===== src/sv/ctk_pkg.sv =====
`default_nettype none

package ctk_pkg;

   localparam int DIV_WIDTH   = 31;
   localparam int REM_WIDTH   = 9;
   localparam int MAGIC_WIDTH = 32;
   localparam int SCALE_WIDTH = 6;
   localparam int PROD_WIDTH  = DIV_WIDTH + MAGIC_WIDTH;

   // op codes
   localparam logic [2:0] OP_ADVANCE   = 3'd0;
   localparam logic [2:0] OP_SET_HOUR  = 3'd1;
   localparam logic [2:0] OP_SET_DAY   = 3'd2;
   localparam logic [2:0] OP_SET_MONTH = 3'd3;
   localparam logic [2:0] OP_SET_YEAR  = 3'd4;
   localparam logic [2:0] OP_SET_DAYS  = 3'd5;

   // one day is 24 << 16 = 3 << 19, so the hour split divides t >> 19 by 3
   localparam int          HOUR_SHIFT    = 19;
   localparam logic [8:0]  HOUR_DIVISOR  = 9'd3;
   localparam logic [8:0]  YEAR_DIVISOR  = 9'd365;
   localparam logic [8:0]  MONTH_DIVISOR = 9'd12;
   localparam logic [20:0] HOUR_LIMIT    = 21'd1572864;
   localparam logic [3:0]  LAST_MONTH    = 4'd11;

   // x / d == (x * magic) >> scale exactly for any 31-bit x
   localparam logic [MAGIC_WIDTH-1:0] HOUR_MAGIC  = 32'hAAAA_AAAB;
   localparam logic [SCALE_WIDTH-1:0] HOUR_SCALE  = 6'd33;
   localparam logic [MAGIC_WIDTH-1:0] MONTH_MAGIC = 32'hAAAA_AAAB;
   localparam logic [SCALE_WIDTH-1:0] MONTH_SCALE = 6'd35;
   localparam logic [MAGIC_WIDTH-1:0] YEAR_MAGIC  = 32'd3012360625;
   localparam logic [SCALE_WIDTH-1:0] YEAR_SCALE  = 6'd40;

   typedef enum logic [2:0] {
      ST_IDLE,
      ST_DIV_HOUR,
      ST_DIV_DAY,
      ST_DIV_MONTH,
      ST_WALK,
      ST_FINISH
   } state_type;

   typedef struct packed {
      logic                   start;
      logic [DIV_WIDTH-1:0]   dividend;
      logic [REM_WIDTH-1:0]   divisor;
      logic [MAGIC_WIDTH-1:0] magic;
      logic [SCALE_WIDTH-1:0] scale;
   } div_req_type;

   typedef struct packed {
      logic                   done;
      logic [DIV_WIDTH-1:0]   quotient;
      logic [REM_WIDTH-1:0]   remainder;
   } div_rsp_type;

   function automatic logic [4:0] month_len(logic [3:0] m);
      logic [4:0] len;
      unique case (m)
         4'd1:                      len = 5'd28;
         4'd3, 4'd5, 4'd8, 4'd10:   len = 5'd30;
         default:                   len = 5'd31;
      endcase
      return len;
   endfunction

endpackage

`default_nettype wire


===== src/sv/calendar_time_keeper_unit.sv =====
`default_nettype none

// Channel   Dir  Handshake              Payload
// req_      in   req_valid / req_stall  req_op, req_hours_value, req_int_value
// rsp_      out  rsp_valid / rsp_stall  hour, day, month, year, days elapsed, flag
//
// One transaction at a time; req_stall is high until the sequencer is idle again.
// Every divide goes through one shared reciprocal multiplier.
// Per op: advance / set hour divide, plus a year divide and up to 11 month steps on
// a day carry; set day divide plus month steps; set month divide; year/days none.
// Synchronous reset: hour 0, day 1, month 0, year 0, days passed 0.
// A new transaction may start while the last result is stalled on rsp_.
module calendar_time_keeper_unit (
   input  wire                clock,
   input  wire                reset,
   input  wire                req_valid,
   output logic               req_stall,
   input  wire  [2:0]         req_op,
   input  wire  signed [47:0] req_hours_value,
   input  wire  signed [31:0] req_int_value,
   output logic               rsp_valid,
   input  wire                rsp_stall,
   output logic [20:0]        rsp_hour_of_day,
   output logic [4:0]         rsp_day_of_month,
   output logic [3:0]         rsp_month_index,
   output logic signed [31:0] rsp_year_count,
   output logic signed [31:0] rsp_days_elapsed,
   output logic               rsp_date_changed
);

   ctk_pkg::state_type    state_ff, state_in;
   ctk_pkg::div_req_type  div_req;
   ctk_pkg::div_rsp_type  div_rsp;

   logic [2:0]   op_ff, op_in;
   logic [20:0]  hour_ff, hour_in;
   logic [4:0]   day_ff, day_in;
   logic [3:0]   month_ff, month_in;
   logic [31:0]  year_ff, year_in;
   logic [31:0]  days_ff, days_in;
   logic [8:0]   walk_day_ff, walk_day_in;
   logic [18:0]  t_lo_ff, t_lo_in;

   logic         rsp_valid_ff, rsp_valid_in;
   logic [20:0]  rsp_hour_ff;
   logic [4:0]   rsp_day_ff;
   logic [3:0]   rsp_month_ff;
   logic [31:0]  rsp_year_ff;
   logic [31:0]  rsp_days_ff;
   logic         rsp_flag_ff;
   logic         rsp_load;

   logic [48:0]  t_sum;
   logic [47:0]  t_clamp;
   logic [4:0]   walk_len;
   logic [4:0]   new_len;
   logic         flag;

   ctk_divider u_div (
      .clock   (clock),
      .reset   (reset),
      .div_req (div_req),
      .div_rsp (div_rsp)
   );

   assign t_sum   = {req_hours_value[47], req_hours_value}
                  + ((req_op == ctk_pkg::OP_ADVANCE) ? {28'd0, hour_ff} : 49'd0);
   assign t_clamp = t_sum[48] ? 48'd0 : t_sum[47:0];
   assign walk_len = ctk_pkg::month_len(month_ff);
   assign new_len  = ctk_pkg::month_len(div_rsp.remainder[3:0]);
   assign flag     = (op_ff == ctk_pkg::OP_SET_HOUR) || (op_ff == ctk_pkg::OP_SET_DAY)
                  || (op_ff == ctk_pkg::OP_SET_MONTH);

   always_comb begin
      state_in     = state_ff;
      op_in        = op_ff;
      hour_in      = hour_ff;
      day_in       = day_ff;
      month_in     = month_ff;
      year_in      = year_ff;
      days_in      = days_ff;
      walk_day_in  = walk_day_ff;
      t_lo_in      = t_lo_ff;
      div_req      = '0;
      rsp_load     = 1'b0;
      rsp_valid_in = rsp_valid_ff && rsp_stall;
      req_stall    = (state_ff != ctk_pkg::ST_IDLE);

      unique case (state_ff)
         ctk_pkg::ST_IDLE: begin
            if (req_valid) begin
               op_in   = req_op;
               t_lo_in = t_clamp[ctk_pkg::HOUR_SHIFT-1:0];
               unique case (req_op)
                  ctk_pkg::OP_ADVANCE, ctk_pkg::OP_SET_HOUR: begin
                     div_req.start    = 1'b1;
                     div_req.dividend = {2'b00, t_clamp[47:ctk_pkg::HOUR_SHIFT]};
                     div_req.divisor  = ctk_pkg::HOUR_DIVISOR;
                     div_req.magic    = ctk_pkg::HOUR_MAGIC;
                     div_req.scale    = ctk_pkg::HOUR_SCALE;
                     state_in         = ctk_pkg::ST_DIV_HOUR;
                  end
                  ctk_pkg::OP_SET_DAY: begin
                     // clamp to day 1, then divide day - 1 by the year length
                     div_req.start    = 1'b1;
                     div_req.dividend = (req_int_value[31] || req_int_value == 32'sd0)
                                      ? 31'd0 : req_int_value[30:0] - 31'd1;
                     div_req.divisor  = ctk_pkg::YEAR_DIVISOR;
                     div_req.magic    = ctk_pkg::YEAR_MAGIC;
                     div_req.scale    = ctk_pkg::YEAR_SCALE;
                     state_in         = ctk_pkg::ST_DIV_DAY;
                  end
                  ctk_pkg::OP_SET_MONTH: begin
                     div_req.start    = 1'b1;
                     div_req.dividend = req_int_value[31] ? 31'd0 : req_int_value[30:0];
                     div_req.divisor  = ctk_pkg::MONTH_DIVISOR;
                     div_req.magic    = ctk_pkg::MONTH_MAGIC;
                     div_req.scale    = ctk_pkg::MONTH_SCALE;
                     state_in         = ctk_pkg::ST_DIV_MONTH;
                  end
                  ctk_pkg::OP_SET_YEAR: begin
                     year_in  = req_int_value;
                     state_in = ctk_pkg::ST_FINISH;
                  end
                  ctk_pkg::OP_SET_DAYS: begin
                     days_in  = req_int_value;
                     state_in = ctk_pkg::ST_FINISH;
                  end
                  default: begin
                     state_in = ctk_pkg::ST_FINISH;
                  end
               endcase
            end
         end
         ctk_pkg::ST_DIV_HOUR: begin
            if (div_rsp.done) begin
               hour_in = {div_rsp.remainder[1:0], t_lo_ff};
               if (div_rsp.quotient == '0) begin
                  state_in = ctk_pkg::ST_FINISH;
               end else begin
                  if (op_ff == ctk_pkg::OP_ADVANCE) begin
                     days_in = days_ff + {1'b0, div_rsp.quotient};
                  end
                  div_req.start    = 1'b1;
                  div_req.dividend = div_rsp.quotient + {26'd0, day_ff} - 31'd1;
                  div_req.divisor  = ctk_pkg::YEAR_DIVISOR;
                  div_req.magic    = ctk_pkg::YEAR_MAGIC;
                  div_req.scale    = ctk_pkg::YEAR_SCALE;
                  state_in         = ctk_pkg::ST_DIV_DAY;
               end
            end
         end
         ctk_pkg::ST_DIV_DAY: begin
            if (div_rsp.done) begin
               year_in     = year_ff + {1'b0, div_rsp.quotient};
               walk_day_in = div_rsp.remainder + 9'd1;
               state_in    = ctk_pkg::ST_WALK;
            end
         end
         ctk_pkg::ST_WALK: begin
            // one month per cycle, at most a year's worth
            if (walk_day_ff > {4'd0, walk_len}) begin
               walk_day_in = walk_day_ff - {4'd0, walk_len};
               if (month_ff == ctk_pkg::LAST_MONTH) begin
                  month_in = 4'd0;
                  year_in  = year_ff + 32'd1;
               end else begin
                  month_in = month_ff + 4'd1;
               end
            end else begin
               day_in   = walk_day_ff[4:0];
               state_in = ctk_pkg::ST_FINISH;
            end
         end
         ctk_pkg::ST_DIV_MONTH: begin
            if (div_rsp.done) begin
               year_in  = year_ff + {1'b0, div_rsp.quotient};
               month_in = div_rsp.remainder[3:0];
               if (day_ff > new_len) begin
                  day_in = new_len;
               end
               state_in = ctk_pkg::ST_FINISH;
            end
         end
         ctk_pkg::ST_FINISH: begin
            if (!rsp_valid_ff || !rsp_stall) begin
               rsp_load     = 1'b1;
               rsp_valid_in = 1'b1;
               state_in     = ctk_pkg::ST_IDLE;
            end
         end
         default: begin
            state_in = ctk_pkg::ST_IDLE;
         end
      endcase
   end

   always_ff @(posedge clock) begin
      if (reset) begin
         state_ff     <= ctk_pkg::ST_IDLE;
         rsp_valid_ff <= 1'b0;
         hour_ff      <= '0;
         day_ff       <= 5'd1;
         month_ff     <= '0;
         year_ff      <= '0;
         days_ff      <= '0;
      end else begin
         state_ff     <= state_in;
         rsp_valid_ff <= rsp_valid_in;
         hour_ff      <= hour_in;
         day_ff       <= day_in;
         month_ff     <= month_in;
         year_ff      <= year_in;
         days_ff      <= days_in;
      end
      op_ff       <= op_in;
      walk_day_ff <= walk_day_in;
      t_lo_ff     <= t_lo_in;
      if (rsp_load) begin
         rsp_hour_ff  <= hour_ff;
         rsp_day_ff   <= day_ff;
         rsp_month_ff <= month_ff;
         rsp_year_ff  <= year_ff;
         rsp_days_ff  <= days_ff;
         rsp_flag_ff  <= flag;
      end
   end

   assign rsp_valid        = rsp_valid_ff;
   assign rsp_hour_of_day  = rsp_hour_ff;
   assign rsp_day_of_month = rsp_day_ff;
   assign rsp_month_index  = rsp_month_ff;
   assign rsp_year_count   = rsp_year_ff;
   assign rsp_days_elapsed = rsp_days_ff;
   assign rsp_date_changed = rsp_flag_ff;

`ifndef SYNTHESIS
   a_hour_in_range: assert property (@(posedge clock) disable iff (reset)
      rsp_valid_ff |-> rsp_hour_ff < ctk_pkg::HOUR_LIMIT)
      else $error("hour of day not below 24 hours");

   a_day_fits_month: assert property (@(posedge clock) disable iff (reset)
      rsp_valid_ff |-> (rsp_day_ff != 5'd0 && rsp_month_ff <= ctk_pkg::LAST_MONTH
                        && rsp_day_ff <= ctk_pkg::month_len(rsp_month_ff)))
      else $error("result date out of range");

   a_walk_sane: assert property (@(posedge clock) disable iff (reset)
      state_ff == ctk_pkg::ST_WALK |-> (walk_day_ff != 9'd0
                                        && month_ff <= ctk_pkg::LAST_MONTH))
      else $error("month walk out of range");

   a_done_when_waiting: assert property (@(posedge clock) disable iff (reset)
      div_rsp.done |-> (state_ff == ctk_pkg::ST_DIV_HOUR || state_ff == ctk_pkg::ST_DIV_DAY
                        || state_ff == ctk_pkg::ST_DIV_MONTH))
      else $error("divider finished outside a divide state");
`endif

endmodule

`default_nettype wire


===== src/sv/ctk_divider.sv =====
`default_nettype none

// Constant divide on one shared multiplier: scale by the reciprocal, take the
// quotient, then multiply it back for the remainder.
module ctk_divider (
   input  wire                   clock,
   input  wire                   reset,
   input  ctk_pkg::div_req_type  div_req,
   output ctk_pkg::div_rsp_type  div_rsp
);

   localparam logic [1:0] LAST_STEP = 2'd2;

   logic                               busy_ff, busy_in;
   logic                               done_ff, done_in;
   logic [1:0]                         cnt_ff, cnt_in;
   logic [ctk_pkg::DIV_WIDTH-1:0]      x_ff, x_in;
   logic [ctk_pkg::REM_WIDTH-1:0]      divisor_ff, divisor_in;
   logic [ctk_pkg::MAGIC_WIDTH-1:0]    magic_ff, magic_in;
   logic [ctk_pkg::SCALE_WIDTH-1:0]    scale_ff, scale_in;
   logic [ctk_pkg::PROD_WIDTH-1:0]     prod_ff, prod_in;
   logic [ctk_pkg::DIV_WIDTH-1:0]      quo_ff, quo_in;
   logic [ctk_pkg::REM_WIDTH-1:0]      rem_ff, rem_in;
   logic [ctk_pkg::DIV_WIDTH-1:0]      mul_a;
   logic [ctk_pkg::MAGIC_WIDTH-1:0]    mul_b;
   logic [ctk_pkg::PROD_WIDTH-1:0]     mul_out;
   logic [ctk_pkg::PROD_WIDTH-1:0]     scaled;

   assign mul_a   = (cnt_ff == 2'd0) ? x_ff : quo_ff;
   assign mul_b   = (cnt_ff == 2'd0) ? magic_ff
                  : {{(ctk_pkg::MAGIC_WIDTH-ctk_pkg::REM_WIDTH){1'b0}}, divisor_ff};
   assign mul_out = {{ctk_pkg::MAGIC_WIDTH{1'b0}}, mul_a}
                  * {{ctk_pkg::DIV_WIDTH{1'b0}}, mul_b};
   assign scaled  = prod_ff >> scale_ff;

   always_comb begin
      busy_in    = busy_ff;
      done_in    = 1'b0;
      cnt_in     = cnt_ff;
      x_in       = x_ff;
      divisor_in = divisor_ff;
      magic_in   = magic_ff;
      scale_in   = scale_ff;
      prod_in    = prod_ff;
      quo_in     = quo_ff;
      rem_in     = rem_ff;
      if (div_req.start) begin
         busy_in    = 1'b1;
         cnt_in     = '0;
         x_in       = div_req.dividend;
         divisor_in = div_req.divisor;
         magic_in   = div_req.magic;
         scale_in   = div_req.scale;
      end else if (busy_ff) begin
         cnt_in = cnt_ff + 2'd1;
         if (cnt_ff == 2'd0) begin
            prod_in = mul_out;
         end else if (cnt_ff == 2'd1) begin
            quo_in = scaled[ctk_pkg::DIV_WIDTH-1:0];
         end else begin
            rem_in  = ctk_pkg::REM_WIDTH'(x_ff - mul_out[ctk_pkg::DIV_WIDTH-1:0]);
            busy_in = 1'b0;
            done_in = 1'b1;
         end
      end
   end

   always_ff @(posedge clock) begin
      if (reset) begin
         busy_ff <= 1'b0;
         done_ff <= 1'b0;
         cnt_ff  <= '0;
      end else begin
         busy_ff <= busy_in;
         done_ff <= done_in;
         cnt_ff  <= cnt_in;
      end
      x_ff       <= x_in;
      divisor_ff <= divisor_in;
      magic_ff   <= magic_in;
      scale_ff   <= scale_in;
      prod_ff    <= prod_in;
      quo_ff     <= quo_in;
      rem_ff     <= rem_in;
   end

   assign div_rsp.done      = done_ff;
   assign div_rsp.quotient  = quo_ff;
   assign div_rsp.remainder = rem_ff;

`ifndef SYNTHESIS
   a_no_restart: assert property (@(posedge clock) disable iff (reset)
      div_req.start |-> !busy_ff)
      else $error("divider restarted while busy");

   a_rem_below_divisor: assert property (@(posedge clock) disable iff (reset)
      done_ff |-> rem_ff < divisor_ff)
      else $error("remainder not below divisor");

   a_busy_from_start: assert property (@(posedge clock) disable iff (reset)
      $rose(busy_ff) |-> $past(div_req.start))
      else $error("divider went busy without start");

   a_step_bound: assert property (@(posedge clock) disable iff (reset)
      busy_ff |-> cnt_ff <= LAST_STEP)
      else $error("divider step count out of range");
`endif

endmodule

`default_nettype wire

===== config.mk =====
export PLATFORM = sky130hd
export DESIGN_NAME = calendar_time_keeper_unit
export DESIGN_NICKNAME = d
export VERILOG_FILES = /design/src/sv/ctk_pkg.sv /design/src/sv/calendar_time_keeper_unit.sv /design/src/sv/ctk_divider.sv
export SDC_FILE = /design/constraint.sdc
export NUM_CORES = 2
export LEC_CHECK = 0
export ABC_AREA = 1
export BUFFER_PORTS_ARGS = -buffer_cell sky130_fd_sc_hd__buf_2
export CAP_MARGIN = 20
export CORE_ASPECT_RATIO = 0.5
export CORE_MARGIN = 5
export CORE_UTILIZATION = 50
export CTS_BUF_LIST = sky130_fd_sc_hd__clkbuf_8
export DETAILED_ROUTE_END_ITERATION = 12
export PLACE_DENSITY = 0.73
export SKIP_CTS_REPAIR_TIMING = 1
export SLEW_MARGIN = 20
export SYNTH_ARGS = -nofsm -noshare
export SYNTH_HDL_FRONTEND = slang
export SYNTH_SLANG_ARGS = --single-unit
export TNS_END_PERCENT = 20

===== constraint.sdc =====
create_clock -name clock -period 9.9 [get_ports clock]
set_input_delay 0.99 -clock clock [delete_from_list [all_inputs] [get_ports clock]]
set_output_delay 0.99 -clock clock [all_outputs]
set_load 0.01 [all_outputs]

==> metrics <==
status completed; CTS tree done; Final Net Count 8272; mean post-synth cell area 7.57 um2; total CTS buffers 56; mean routed wirelength per cell 23.9 um; Max Cap Viol 0; Max Slew Vio Count 0; die height 238 um; Post-Syn Area 52100 um2; RSZ-0062 raised after global routing false; final hold viol count 0; H-tree levels 2; Worst Tran Pin Value 1.11 ns; max incr delay on CP 0.68 ns; synth top area cells fa_1 (24%), edfxtp_1 (15%), ha_1 (12%); # setup viols final 0; worst-case clock buffer depth 3; Warnings, synthesis 0; Critical Path AT 9.55 ns; Tot GR Track Use 36.3%; post-synth top area share 24.5%; synthesized netlist net count 8100; Netlist cell types 54; num rows 83; Setup Crit Path Kind flip-flop to flip-flop; CP Data Required Time 10.33 ns; vias in the first global route 45500; Worst setup SP type flip-flop; Buf/Inv on CP 12; CP delay by family, top adder cells; drt first pass iters 6; CP Capture Type flip-flop; Initial Util 50.6%; fin crit period 9.12 ns; via count 47200; core outline area 103000 um2; crit-path max FO 32; # port buffers 183; Layout Skew 0.107 ns; Slew Limit Headroom 25.6%; Async SR Flop Fraction 0%; Sink Count 369; Worst-Skew Late Latency 0.75 ns; root buffer cell clkbuf_8; Vias per Instance 5.54; setup tns final 0 ns; first-pass GRT wire length 297000 um; Area growth, synth to finish 7.10%; Synth Register Bits 369; post-synthesis sequential area ratio 19.3%; Post-synth EDFFs 267; Synth area leader fa_1; post-detail-place hpwl 175000 um; Initial DRC Count 5425; cell mode on critical path inv_1; antenna violations before repair 16; antenna-violating nets left 0; routability cong. 1.08; fraction of layout instances using a drive strength above 1 5.37%; Total Wirelength 204000 um; Syn Inst Count 6890; ys flop type edfxtp_1; Worst path slowest cell xor2_1; Hold Crit Class flip-flop to flip-flop; largest net degree at the start of global routing 66; I/O pin cnt 184; Die Area 111000 um2; Fmax 110 MHz; total grt overflow 0; Tcrit/Tclk final 92.1%; clock-pin slew on the worst setup and hold paths 0.07 ns; drc violations 0; width of the chip 467 um
==> worst reg2reg max path: cells and delay by family (launching register included) <==
| family | cells | cell delay (ns) |
|---|---|---|
| flops | 1 | 0.34 |
| simple gates | 8 | 1.44 |
| xor+xnor | 1 | 0.68 |
| fa+ha+maj | 10 | 5.06 |
| buf+inv | 12 | 1.28 |
==> kinds of logic after synthesis <==
kind of cell             after synthesis  share of synthesized area [%]
XOR/XNOR                             123                           2.07
AO/OA/AOI/OAI                        852                           8.81
flip-flops                           369                           19.3
buffers and inverters               1664                           12.2
adder cells (fa/ha/maj)             1123                           36.1
multiplexers                           3                         0.0576
AND/OR/NAND/NOR                     2756                           21.5
==> flip-flops by register name, indices dropped and copies added (netlist names), 4 cells and up <==
signal            flops
u_div.prod_ff        63
rsp_year_count       32
walk_day_ff           9
month_ff              4
hour_ff              21
day_ff                5
u_div.x_ff           31
rsp_days_elapsed     32
year_ff              32
rsp_day_of_month      5
t_lo_ff              19
rsp_hour_of_day      21
rsp_month_index       4
days_ff              32
u_div.rem_ff          9
u_div.quo_ff         31
==> layer usage <==
layer	vias to the layer above	GRT usage, %	wire length (um)
met1	22600	51.3	85600
li1	21800	-	-
met5	-	0	159
met2	2455	52.7	82800
met3	359	13.9	29400
met4	22	8.65	5830
==> cell usage in the layout, fill, tap and decap left out, types with 23 or more instances in the layout <==
master,count
clkbuf_8,60
nand3_1,312
o21bai_1,32
inv_1,1529
nand3b_1,23
xnor2_1,23
nor3_1,61
buf_2,183
dfxtp_1,102
nor2_1,767
fa_1,637
edfxtp_1,267
o21ai_0,326
xor2_1,100
nand2_1,1482
a21oi_1,361
or2_2,24
nand4_1,49
a31oi_1,23
ha_1,485
buf_4,62
==> cell type report <==
| cell class | instances | area (um2) |
|---|---|---|
| Sequential cell | 369 | 10100 |
| Multi-Input combinational cell | 4857 | 35800 |
| Clock inverter | 43 | 278 |
| Inverter | 1533 | 5760 |
| Antenna cell | 7 | 17.5 |
| Tap cell | 1402 | 1750 |
| Fill cell | 10200 | 47200 |
| Clock buffer | 60 | 826 |
| Timing Repair Buffer | 245 | 1380 |
==> metrics by stage <==
| stage | hold WS (ns) | std cells | setup slack (ns) | cell area [um2] | utilization [%] |
|---|---|---|---|---|---|
| after floorplan | 0.408 | 6890 | 2.39 | 52100 | - |
| after global placement | 0.413 | 8406 | 1.06 | 54700 | 53.1 |
| after detailed placement | 0.415 | 8406 | 1.02 | 54700 | 53.1 |
| after CTS | 0.431 | 8509 | 0.847 | 55800 | 54.2 |
| after global routing | 0.440 | 8511 | 0.424 | 55800 | 54.2 |
| final | 0.430 | 8516 | 0.780 | 55800 | 54.2 |
==> synth_stat cells (all sizes together) (25+ instances only) <==
cell type / number
a21oi: 361
buf: 45
clkbuf: 86
dfxtp: 102
edfxtp: 267
fa: 637
ha: 486
inv: 1526
nand2: 1488
nand3: 312
nand4: 50
nor2: 779
nor3: 63
o21ai: 346
o21bai: 32
or2: 25
xor2: 100
==> final timing paths <==
path | slack, ns | cells past startpoint | to | startpoint
worst max register to register | 0.78 | 31 | u_div.prod_ff[21] | u_div.cnt_ff[0]
worst max-delay path | 0.78 | 31 | u_div.prod_ff[21] | u_div.cnt_ff[0]
worst min-delay path | 0.43 | 0 | rsp_hour_of_day[11] | hour_ff[11]
worst min register to register | 0.43 | 0 | rsp_hour_of_day[11] | hour_ff[11]
Power is left out: the tool's default activity adds up to more than one toggle a clock period on the data nets, which glitch-free logic cannot reach.
